==> src/sv/assert_macros.svh <==
// Assertion helpers shared by the RTL. Every macro expects clk and rst_n in scope.
`ifndef ASSERT_MACROS_SVH
`define ASSERT_MACROS_SVH

// The expression must hold at every clock edge outside reset.
`define MLPD_ASSERT_ALWAYS(name, expr) \
  name: assert property (@(posedge clk) disable iff (!rst_n) (expr)) \
    else $error("invariant violated");

// The consequent must hold in the same cycle as the antecedent.
`define MLPD_ASSERT_IMPLY(name, ante, cons) \
  name: assert property (@(posedge clk) disable iff (!rst_n) (ante) |-> (cons)) \
    else $error("same-cycle implication violated");

// The consequent must hold in the cycle after the antecedent.
`define MLPD_ASSERT_NEXT(name, ante, cons) \
  name: assert property (@(posedge clk) disable iff (!rst_n) (ante) |=> (cons)) \
    else $error("next-cycle implication violated");

`endif

==> src/sv/mlpd_pkg.sv <==
`default_nettype none

package mlpd_pkg;

  localparam int NumChannelsDef = 128;
  localparam int ChanW          = 7;
  localparam int ByteW          = 8;
  localparam int ChanSpace      = 1 << ChanW;

  typedef enum logic {
    OP_DATA  = 1'b0,
    OP_CLOSE = 1'b1
  } op_t;

  // Per-channel reassembly state held in the state memory.
  typedef struct packed {
    logic [ByteW-1:0] fill;
    logic [ByteW-1:0] exp_len;
  } entry_t;

  typedef struct packed {
    logic [ChanW-1:0] chan;
    logic [ByteW-1:0] data;
    logic [ByteW-1:0] offset;
    logic             first;
    logic             last;
    logic             bad;
  } result_t;

  // Only channel numbers that fit the channel field can ever address the memory.
  function automatic int mem_depth(input int num_channels);
    return (num_channels < ChanSpace) ? num_channels : ChanSpace;
  endfunction

endpackage

`default_nettype wire

==> src/sv/mlpd_state_mem.sv <==
`default_nettype none

module mlpd_state_mem #(
  parameter int DEPTH = 128,
  parameter int IDX_W = 7
) (
  input  wire logic                  clk,
  input  wire logic                  rst_n,
  input  wire logic                  rd_en,
  input  wire logic [IDX_W-1:0]      rd_addr,
  output mlpd_pkg::entry_t           rd_data,
  input  wire logic                  wr_en,
  input  wire logic [IDX_W-1:0]      wr_addr,
  input  wire mlpd_pkg::entry_t      wr_data
);

  mlpd_pkg::entry_t mem [DEPTH];
  mlpd_pkg::entry_t mem_q_r;
  logic [DEPTH-1:0] vld_r;
  logic             rd_vld_r;

  always_ff @(posedge clk) begin
    if (wr_en) begin
      mem[wr_addr] <= wr_data;
    end
    if (rd_en) begin
      mem_q_r <= mem[rd_addr];
    end
  end

  // An entry never written reads as the reset state: awaiting a length byte.
  always_ff @(posedge clk) begin
    if (!rst_n) begin
      vld_r    <= '0;
      rd_vld_r <= 1'b0;
    end else begin
      if (wr_en) begin
        vld_r[wr_addr] <= 1'b1;
      end
      if (rd_en) begin
        rd_vld_r <= vld_r[rd_addr];
      end
    end
  end

  assign rd_data = rd_vld_r ? mem_q_r : '0;

endmodule

`default_nettype wire

==> src/sv/mlpd_update.sv <==
`default_nettype none

module mlpd_update (
  input  wire mlpd_pkg::op_t                op,
  input  wire logic [mlpd_pkg::ChanW-1:0]   chan,
  input  wire logic [mlpd_pkg::ByteW-1:0]   data_byte,
  input  wire mlpd_pkg::entry_t             cur,
  output mlpd_pkg::entry_t                  nxt,
  output mlpd_pkg::result_t                 res,
  output logic                              res_vld
);

  logic [mlpd_pkg::ByteW:0] fill_inc;

  assign fill_inc = {1'b0, cur.fill} + {{mlpd_pkg::ByteW{1'b0}}, 1'b1};

  always_comb begin
    nxt        = cur;
    res        = '0;
    res.chan   = chan;
    res.data   = data_byte;
    res.offset = cur.fill;
    res_vld    = 1'b0;
    case (op)
      mlpd_pkg::OP_CLOSE: begin
        nxt = '0;
      end
      mlpd_pkg::OP_DATA: begin
        res_vld = 1'b1;
        if (cur.fill == '0) begin
          if (data_byte == '0) begin
            // A zero length would never complete, so it is flagged and dropped.
            res.bad = 1'b1;
          end else if (data_byte == {{(mlpd_pkg::ByteW-1){1'b0}}, 1'b1}) begin
            res.first   = 1'b1;
            res.last    = 1'b1;
            nxt.exp_len = '0;
          end else begin
            res.first   = 1'b1;
            nxt.exp_len = data_byte;
            nxt.fill    = {{(mlpd_pkg::ByteW-1){1'b0}}, 1'b1};
          end
        end else if (fill_inc >= {1'b0, cur.exp_len}) begin
          res.last = 1'b1;
          nxt      = '0;
        end else begin
          nxt.fill = fill_inc[mlpd_pkg::ByteW-1:0];
        end
      end
      default: begin
        nxt = cur;
      end
    endcase
  end

endmodule

`default_nettype wire

==> src/sv/multichannel_length_prefix_deframer_core.sv <==
// Pipeline: the input register (s1) feeds the state update, whose result is registered for output.
// Throughput: one item per cycle while the output does not stall; the state memory is read at
// input and written as s1 advances, with the last write forwarded so back-to-back bytes on a channel work.
// Reset: synchronous active-low rst_n clears the pipeline and the per-channel valid
// bits, so every channel starts out awaiting a length byte with no clearing pass.
`default_nettype none
`include "assert_macros.svh"

module multichannel_length_prefix_deframer_core #(
  parameter int NUM_CHANNELS = mlpd_pkg::NumChannelsDef
) (
  input  wire logic                          clk,
  input  wire logic                          rst_n,
  input  wire logic                          in_valid,
  output logic                               in_ready,
  input  wire logic                          in_opcode,
  input  wire logic [mlpd_pkg::ChanW-1:0]    in_channel,
  input  wire logic [mlpd_pkg::ByteW-1:0]    in_data_byte,
  output logic                               out_valid,
  input  wire logic                          out_ready,
  output logic [mlpd_pkg::ChanW-1:0]         out_channel,
  output logic [mlpd_pkg::ByteW-1:0]         out_byte,
  output logic [mlpd_pkg::ByteW-1:0]         out_byte_offset,
  output logic                               out_first_of_packet,
  output logic                               out_last_of_packet,
  output logic                               out_bad_length
);

  localparam int DEPTH = mlpd_pkg::mem_depth(NUM_CHANNELS);
  localparam int IDX_W = (DEPTH > 1) ? $clog2(DEPTH) : 1;

  logic                         accept;
  logic                         in_range;
  logic                         s1_adv;

  logic                         s1_valid_r, s1_valid_nxt;
  mlpd_pkg::op_t                s1_op_r;
  logic [mlpd_pkg::ChanW-1:0]   s1_chan_r;
  logic [mlpd_pkg::ByteW-1:0]   s1_byte_r;
  logic [IDX_W-1:0]             s1_idx;

  mlpd_pkg::entry_t             rd_data;
  mlpd_pkg::entry_t             cur;
  mlpd_pkg::entry_t             wr_data;
  logic                         wr_en;

  logic                         lw_valid_r;
  logic [IDX_W-1:0]             lw_idx_r;
  mlpd_pkg::entry_t             lw_data_r;

  mlpd_pkg::result_t            res;
  logic                         res_vld;
  logic                         out_valid_r, out_valid_nxt;
  mlpd_pkg::result_t            out_r;

  assign in_range = 32'(in_channel) < 32'(NUM_CHANNELS);
  assign s1_adv   = !out_valid_r || out_ready;
  assign in_ready = !s1_valid_r || s1_adv;
  assign accept   = in_valid && in_ready;
  assign s1_idx   = s1_chan_r[IDX_W-1:0];
  assign wr_en    = s1_valid_r && s1_adv;

  always_comb begin
    s1_valid_nxt = s1_valid_r;
    if (accept) begin
      s1_valid_nxt = in_range;
    end else if (s1_adv) begin
      s1_valid_nxt = 1'b0;
    end
  end

  always_ff @(posedge clk) begin
    if (!rst_n) begin
      s1_valid_r <= 1'b0;
    end else begin
      s1_valid_r <= s1_valid_nxt;
    end
  end

  always_ff @(posedge clk) begin
    if (accept) begin
      s1_op_r   <= mlpd_pkg::op_t'(in_opcode);
      s1_chan_r <= in_channel;
      s1_byte_r <= in_data_byte;
    end
  end

  mlpd_state_mem #(
    .DEPTH (DEPTH),
    .IDX_W (IDX_W)
  ) u_state_mem (
    .clk     (clk),
    .rst_n   (rst_n),
    .rd_en   (accept),
    .rd_addr (in_channel[IDX_W-1:0]),
    .rd_data (rd_data),
    .wr_en   (wr_en),
    .wr_addr (s1_idx),
    .wr_data (wr_data)
  );

  // The read issued with this item missed the write made on the same edge.
  assign cur = (lw_valid_r && (lw_idx_r == s1_idx)) ? lw_data_r : rd_data;

  mlpd_update u_update (
    .op        (s1_op_r),
    .chan      (s1_chan_r),
    .data_byte (s1_byte_r),
    .cur       (cur),
    .nxt       (wr_data),
    .res       (res),
    .res_vld   (res_vld)
  );

  always_ff @(posedge clk) begin
    if (!rst_n) begin
      lw_valid_r <= 1'b0;
    end else if (wr_en) begin
      lw_valid_r <= 1'b1;
    end
  end

  always_ff @(posedge clk) begin
    if (wr_en) begin
      lw_idx_r  <= s1_idx;
      lw_data_r <= wr_data;
    end
  end

  always_comb begin
    out_valid_nxt = out_valid_r;
    if (s1_adv) begin
      out_valid_nxt = s1_valid_r && res_vld;
    end
  end

  always_ff @(posedge clk) begin
    if (!rst_n) begin
      out_valid_r <= 1'b0;
    end else begin
      out_valid_r <= out_valid_nxt;
    end
  end

  always_ff @(posedge clk) begin
    if (s1_adv && s1_valid_r && res_vld) begin
      out_r <= res;
    end
  end

  assign out_valid           = out_valid_r;
  assign out_channel         = out_r.chan;
  assign out_byte            = out_r.data;
  assign out_byte_offset     = out_r.offset;
  assign out_first_of_packet = out_r.first;
  assign out_last_of_packet  = out_r.last;
  assign out_bad_length      = out_r.bad;

  `MLPD_ASSERT_IMPLY(a_bad_len_clean, out_valid_r && out_r.bad,
                     (out_r.data == '0) && (out_r.offset == '0) && !out_r.first && !out_r.last)
  `MLPD_ASSERT_IMPLY(a_first_at_zero, out_valid_r && out_r.first, out_r.offset == '0)
  `MLPD_ASSERT_NEXT(a_stall_holds_read, s1_valid_r && !s1_adv, $stable(rd_data))
  `MLPD_ASSERT_NEXT(a_fwd_tracks_write, wr_en,
                    lw_valid_r && (lw_data_r == $past(wr_data)))

endmodule

`default_nettype wire
==> config.mk <==
export PLATFORM = sky130hd
export DESIGN_NAME = multichannel_length_prefix_deframer_core
export DESIGN_NICKNAME = d
export VERILOG_FILES = /design/src/sv/mlpd_pkg.sv /design/src/sv/mlpd_state_mem.sv /design/src/sv/mlpd_update.sv /design/src/sv/multichannel_length_prefix_deframer_core.sv
export VERILOG_INCLUDE_DIRS = /design/src /design/src/sv
export SDC_FILE = /design/constraint.sdc
export NUM_CORES = 2
export LEC_CHECK = 0
export ABC_CLOCK_PERIOD_IN_PS = 10000
export BUFFER_PORTS_ARGS = -buffer_cell sky130_fd_sc_hd__buf_2
export CAP_MARGIN = 40
export CORE_ASPECT_RATIO = 1.5
export CORE_UTILIZATION = 40
export CTS_CLUSTER_DIAMETER = 60
export DETAILED_ROUTE_END_ITERATION = 10
export SLEW_MARGIN = 10
export SYNTH_ARGS = -nofsm -noshare
export SYNTH_HDL_FRONTEND = slang
export SYNTH_SLANG_ARGS = --single-unit
==> constraint.sdc <==
create_clock -name clk -period 10 [get_ports clk]
set_input_delay 2 -clock clk [delete_from_list [all_inputs] [get_ports clk]]
set_output_delay 2 -clock clk [all_outputs]
set_load 0.01 [all_outputs]
==> flow_metrics.env <==
export IMPL_maxCapViolations=0
export IMPL_finalHoldViolations=0
export IMPL_wirelength_um=226000
export IMPL_end_kind="flip-flop"
export IMPL_rsz0062_at_grt="false"
export IMPL_place_gp_congestion=0.826
export IMPL_r2r_end="u_state_mem.mem[40][2]"
export IMPL_port_buffers=47
export IMPL_holdCritPathClass="reg -> reg"
export IMPL_overflow=0
export IMPL_die_h_um=571
export IMPL_hold_buffers=0
export IMPL_max_vdd_ir_drop_uv=156
export IMPL_cts_tree="yes"
export IMPL_htree_levels=4
export IMPL_required_ns=10.55
export IMPL_setup_viol_count_final=0
export IMPL_arrival_ns=6.68
export IMPL_fin_crit_sh=0.613
export IMPL_cts_sinks=2261
export IMPL_reg2regPathDepth=21
export IMPL_drv_slew=0
export IMPL_drive_above_1_share=0.302
export IMPL_ant_nets=0
export IMPL_powerDensity_nw_per_um2=196
export IMPL_grtUsageTotal=0.207
export IMPL_synth_seq_area_share=0.771
export IMPL_hpwl_um=129000
export IMPL_path_clk_slew_ns=0.07
export IMPL_dieWidth_um=381
export IMPL_finalPower_w=0.0193
export IMPL_routed_via_density=5.83
export IMPL_grt_max_degree=104
export IMPL_utilization=0.459
export IMPL_finalClockSkew_ns=0.0624
export IMPL_drt_iter0_drc=4539
export IMPL_layout_commonest_cell="edfxtp_1"
export IMPL_synthArstFlopShare=0
export IMPL_nets=4094
export IMPL_syn_avg_cell_area_um2=22.9
export IMPL_worst_setup_path_type="reg -> reg"
export IMPL_die_area_um2=218000
export IMPL_areaGrowthSynthToFinish_pct=13.9
export IMPL_synth_area_leaders="edfxtp_1, mux4_2, dfxtp_1, o21a_1, nor2_1"
export IMPL_pin_count=48
export IMPL_syn_area_um2=86400
export IMPL_grt_pass1_wl_um=318000
export IMPL_rrSetupSlack_ns=3.87
export IMPL_dp_cells=6692
export IMPL_wl_per_cell_um=32.0
export IMPL_numCtsBuffers=205
export IMPL_vias=41200
export IMPL_crit_path_start_kind="flip-flop"
export IMPL_endpoint="u_state_mem.mem[40][2]"
export IMPL_core_rowCount=208
export IMPL_antenna_found_initial=9
export IMPL_ys_dominant_reg_cell="edfxtp_1"
export IMPL_fillers=17500
export IMPL_ys_types=53
export IMPL_start_util=0.403
export IMPL_r2r_start="s1_chan_r[4]"
export IMPL_status="complete, no violations"
export IMPL_root_buffer="clkbuf_16"
export IMPL_finalCriticalPeriod_ns=6.13
export IMPL_finalSetupTns_ns=0
export IMPL_netlist_instances=3779
export IMPL_grt_pass1_vias=42200
export IMPL_max_slew_worst_pin_slew_ns=0.979
export IMPL_syn_nets=3809
export IMPL_cp_max_fo=65
export IMPL_ys_seq_elements=2261
export IMPL_stdcell_count=7064
export IMPL_drc=0
export IMPL_yosys_area_top_type="edfxtp_1"
export IMPL_synth_edf_count=2129
export IMPL_coreArea_um2=214000
export IMPL_fmax_ghz=0.163
export IMPL_cts_resized=0
export IMPL_drtPass1Iterations=6
export IMPL_relSlewSlack=0.347
export IMPL_cts_path_max_buffers=4
export IMPL_clkLatencyLatePin_ns=0.86
export IMPL_p_leak_nw=31.8
export IMPL_crit_start="s1_chan_r[4]"
export IMPL_layout_common_cells="edfxtp_1, mux4_2, clkbuf_16"
export IMPL_post_cts_setup_buffers=0
export IMPL_synth_top_cell_area_share=0.740
export IMPL_synth_warnings=0
-- critical path: stages (launching register included) --
cell	delay (ns)
edfxtp_1	0.54
xnor2_1	0.24
nand4_1	0.17
nor2_2	0.14
buf_4	0.35
nand2_1	0.10
o21a_1	0.14
inv_1	0.12
ha_1	0.27
nand3_1	0.12
xor2_1	0.17
nand2b_1	0.16
o21ai_0	0.31
ha_1	0.33
nand3_1	0.08
o21ai_0	0.08
a21oi_1	0.16
o311a_2	0.30
nand2_2	0.30
a221oi_4	0.34
buf_4	0.52
buf_4	0.68
-- where the power goes --
part / internal, W / switching (W)
combinational: 0.000356 / 0.000582
sequential: 0.0104 / 0.0000356
clock: 0.00448 / 0.00342
total: 0.0153 / 0.00404
-- routing by layer --
metal | GRT usage | vias up | wire [µm]
li1 | - | 16700 | -
met1 | 0.259 | 22600 | 86100
met2 | 0.365 | 1507 | 118000
met3 | 0.0293 | 360 | 13100
met4 | 0.0754 | 14 | 8150
met5 | 0 | - | 100
-- through the flow --
stage,setup WS (ns),area (µm²),hold slack [ns]
after floorplan,0.108,86400,0.435
after global placement,3.62,91000,0.440
after detailed placement,4.01,91600,0.449
after CTS,3.97,98300,0.464
after global routing,3.44,98300,0.475
final,3.87,98300,0.461
-- flip-flops by register name, indices dropped and copies added, names as in the netlist --
name / flops
out_channel: 7
u_state_mem.vld_r: 128
out_bad_length: 1
lw_data_r: 16
s1_valid_r: 1
u_state_mem.mem: 2048
s1_chan_r: 7
out_byte_offset: 8
u_state_mem.rd_vld_r: 1
s1_op_r: 1
u_state_mem.mem_q_r: 16
out_valid: 1
s1_byte_r: 8
out_byte: 8
out_last_of_packet: 1
lw_valid_r: 1
lw_idx_r: 7
out_first_of_packet: 1
-- synth_stat cells (2+ instances only) --
library cell	instances
nand2b_1	3
o21ai_0	13
dfxtp_1	132
nand2_1	54
a21o_1	10
nand4_1	7
buf_6	2
o21a_1	132
inv_1	17
mux2i_1	26
o22ai_1	66
edfxtp_1	2129
nor3_1	9
clkbuf_1	83
and4b_1	3
xnor2_1	10
buf_1	17
buf_2	80
or4_1	2
a311oi_1	2
xor2_1	2
nor2_1	156
a21oi_1	25
a221oi_1	7
nor3b_1	3
a31oi_1	2
nand2_2	2
mux4_2	663
or3_1	4
nor4_1	20
ha_1	10
and2_1	2
o31ai_1	2
nand3_1	21
o221ai_1	4
nor2b_1	10
and4_1	3
a22oi_1	3
buf_4	23
a211oi_1	3
nand3b_1	5
-- cell type report --
class / instances / area (µm²) / area share
antenna: 9 / 22.5 / 0.000229
clock buffer: 266 / 5560 / 0.0566
clock inverter: 97 / 1130 / 0.0115
inverter: 17 / 63.8 / 0.000649
multi-input combinational: 1296 / 19000 / 0.194
sequential: 2261 / 66600 / 0.677
tap: 2835 / 3550 / 0.0361
timing repair buffer: 283 / 2420 / 0.0246
-- how the worst min path moves through the flow --
| stage | startpoint | end | slack (ns) | cells past startpoint |
|---|---|---|---|---|
| global route | u_state_mem.vld_r[22] | u_state_mem.vld_r[22] | 0.48 | 1 |
| CTS | u_state_mem.vld_r[27] | u_state_mem.vld_r[27] | 0.46 | 1 |
| finish | u_state_mem.vld_r[27] | u_state_mem.vld_r[27] | 0.46 | 1 |
| detailed placement | u_state_mem.vld_r[27] | u_state_mem.vld_r[27] | 0.45 | 1 |
| global placement | u_state_mem.vld_r[26] | u_state_mem.vld_r[26] | 0.44 | 1 |
| floorplan | u_state_mem.vld_r[102] | u_state_mem.vld_r[102] | 0.44 | 1 |
-- cells by family after synthesis --
kind of cell    share of synthesized area
flops                               0.771
xor+xnor                          0.00122
simple gates                       0.0163
mux                                 0.176
fa+ha+maj                         0.00145
buf+inv                            0.0120
compound gates                     0.0222
No activity file was read; power rests on OpenSTA's default activity.
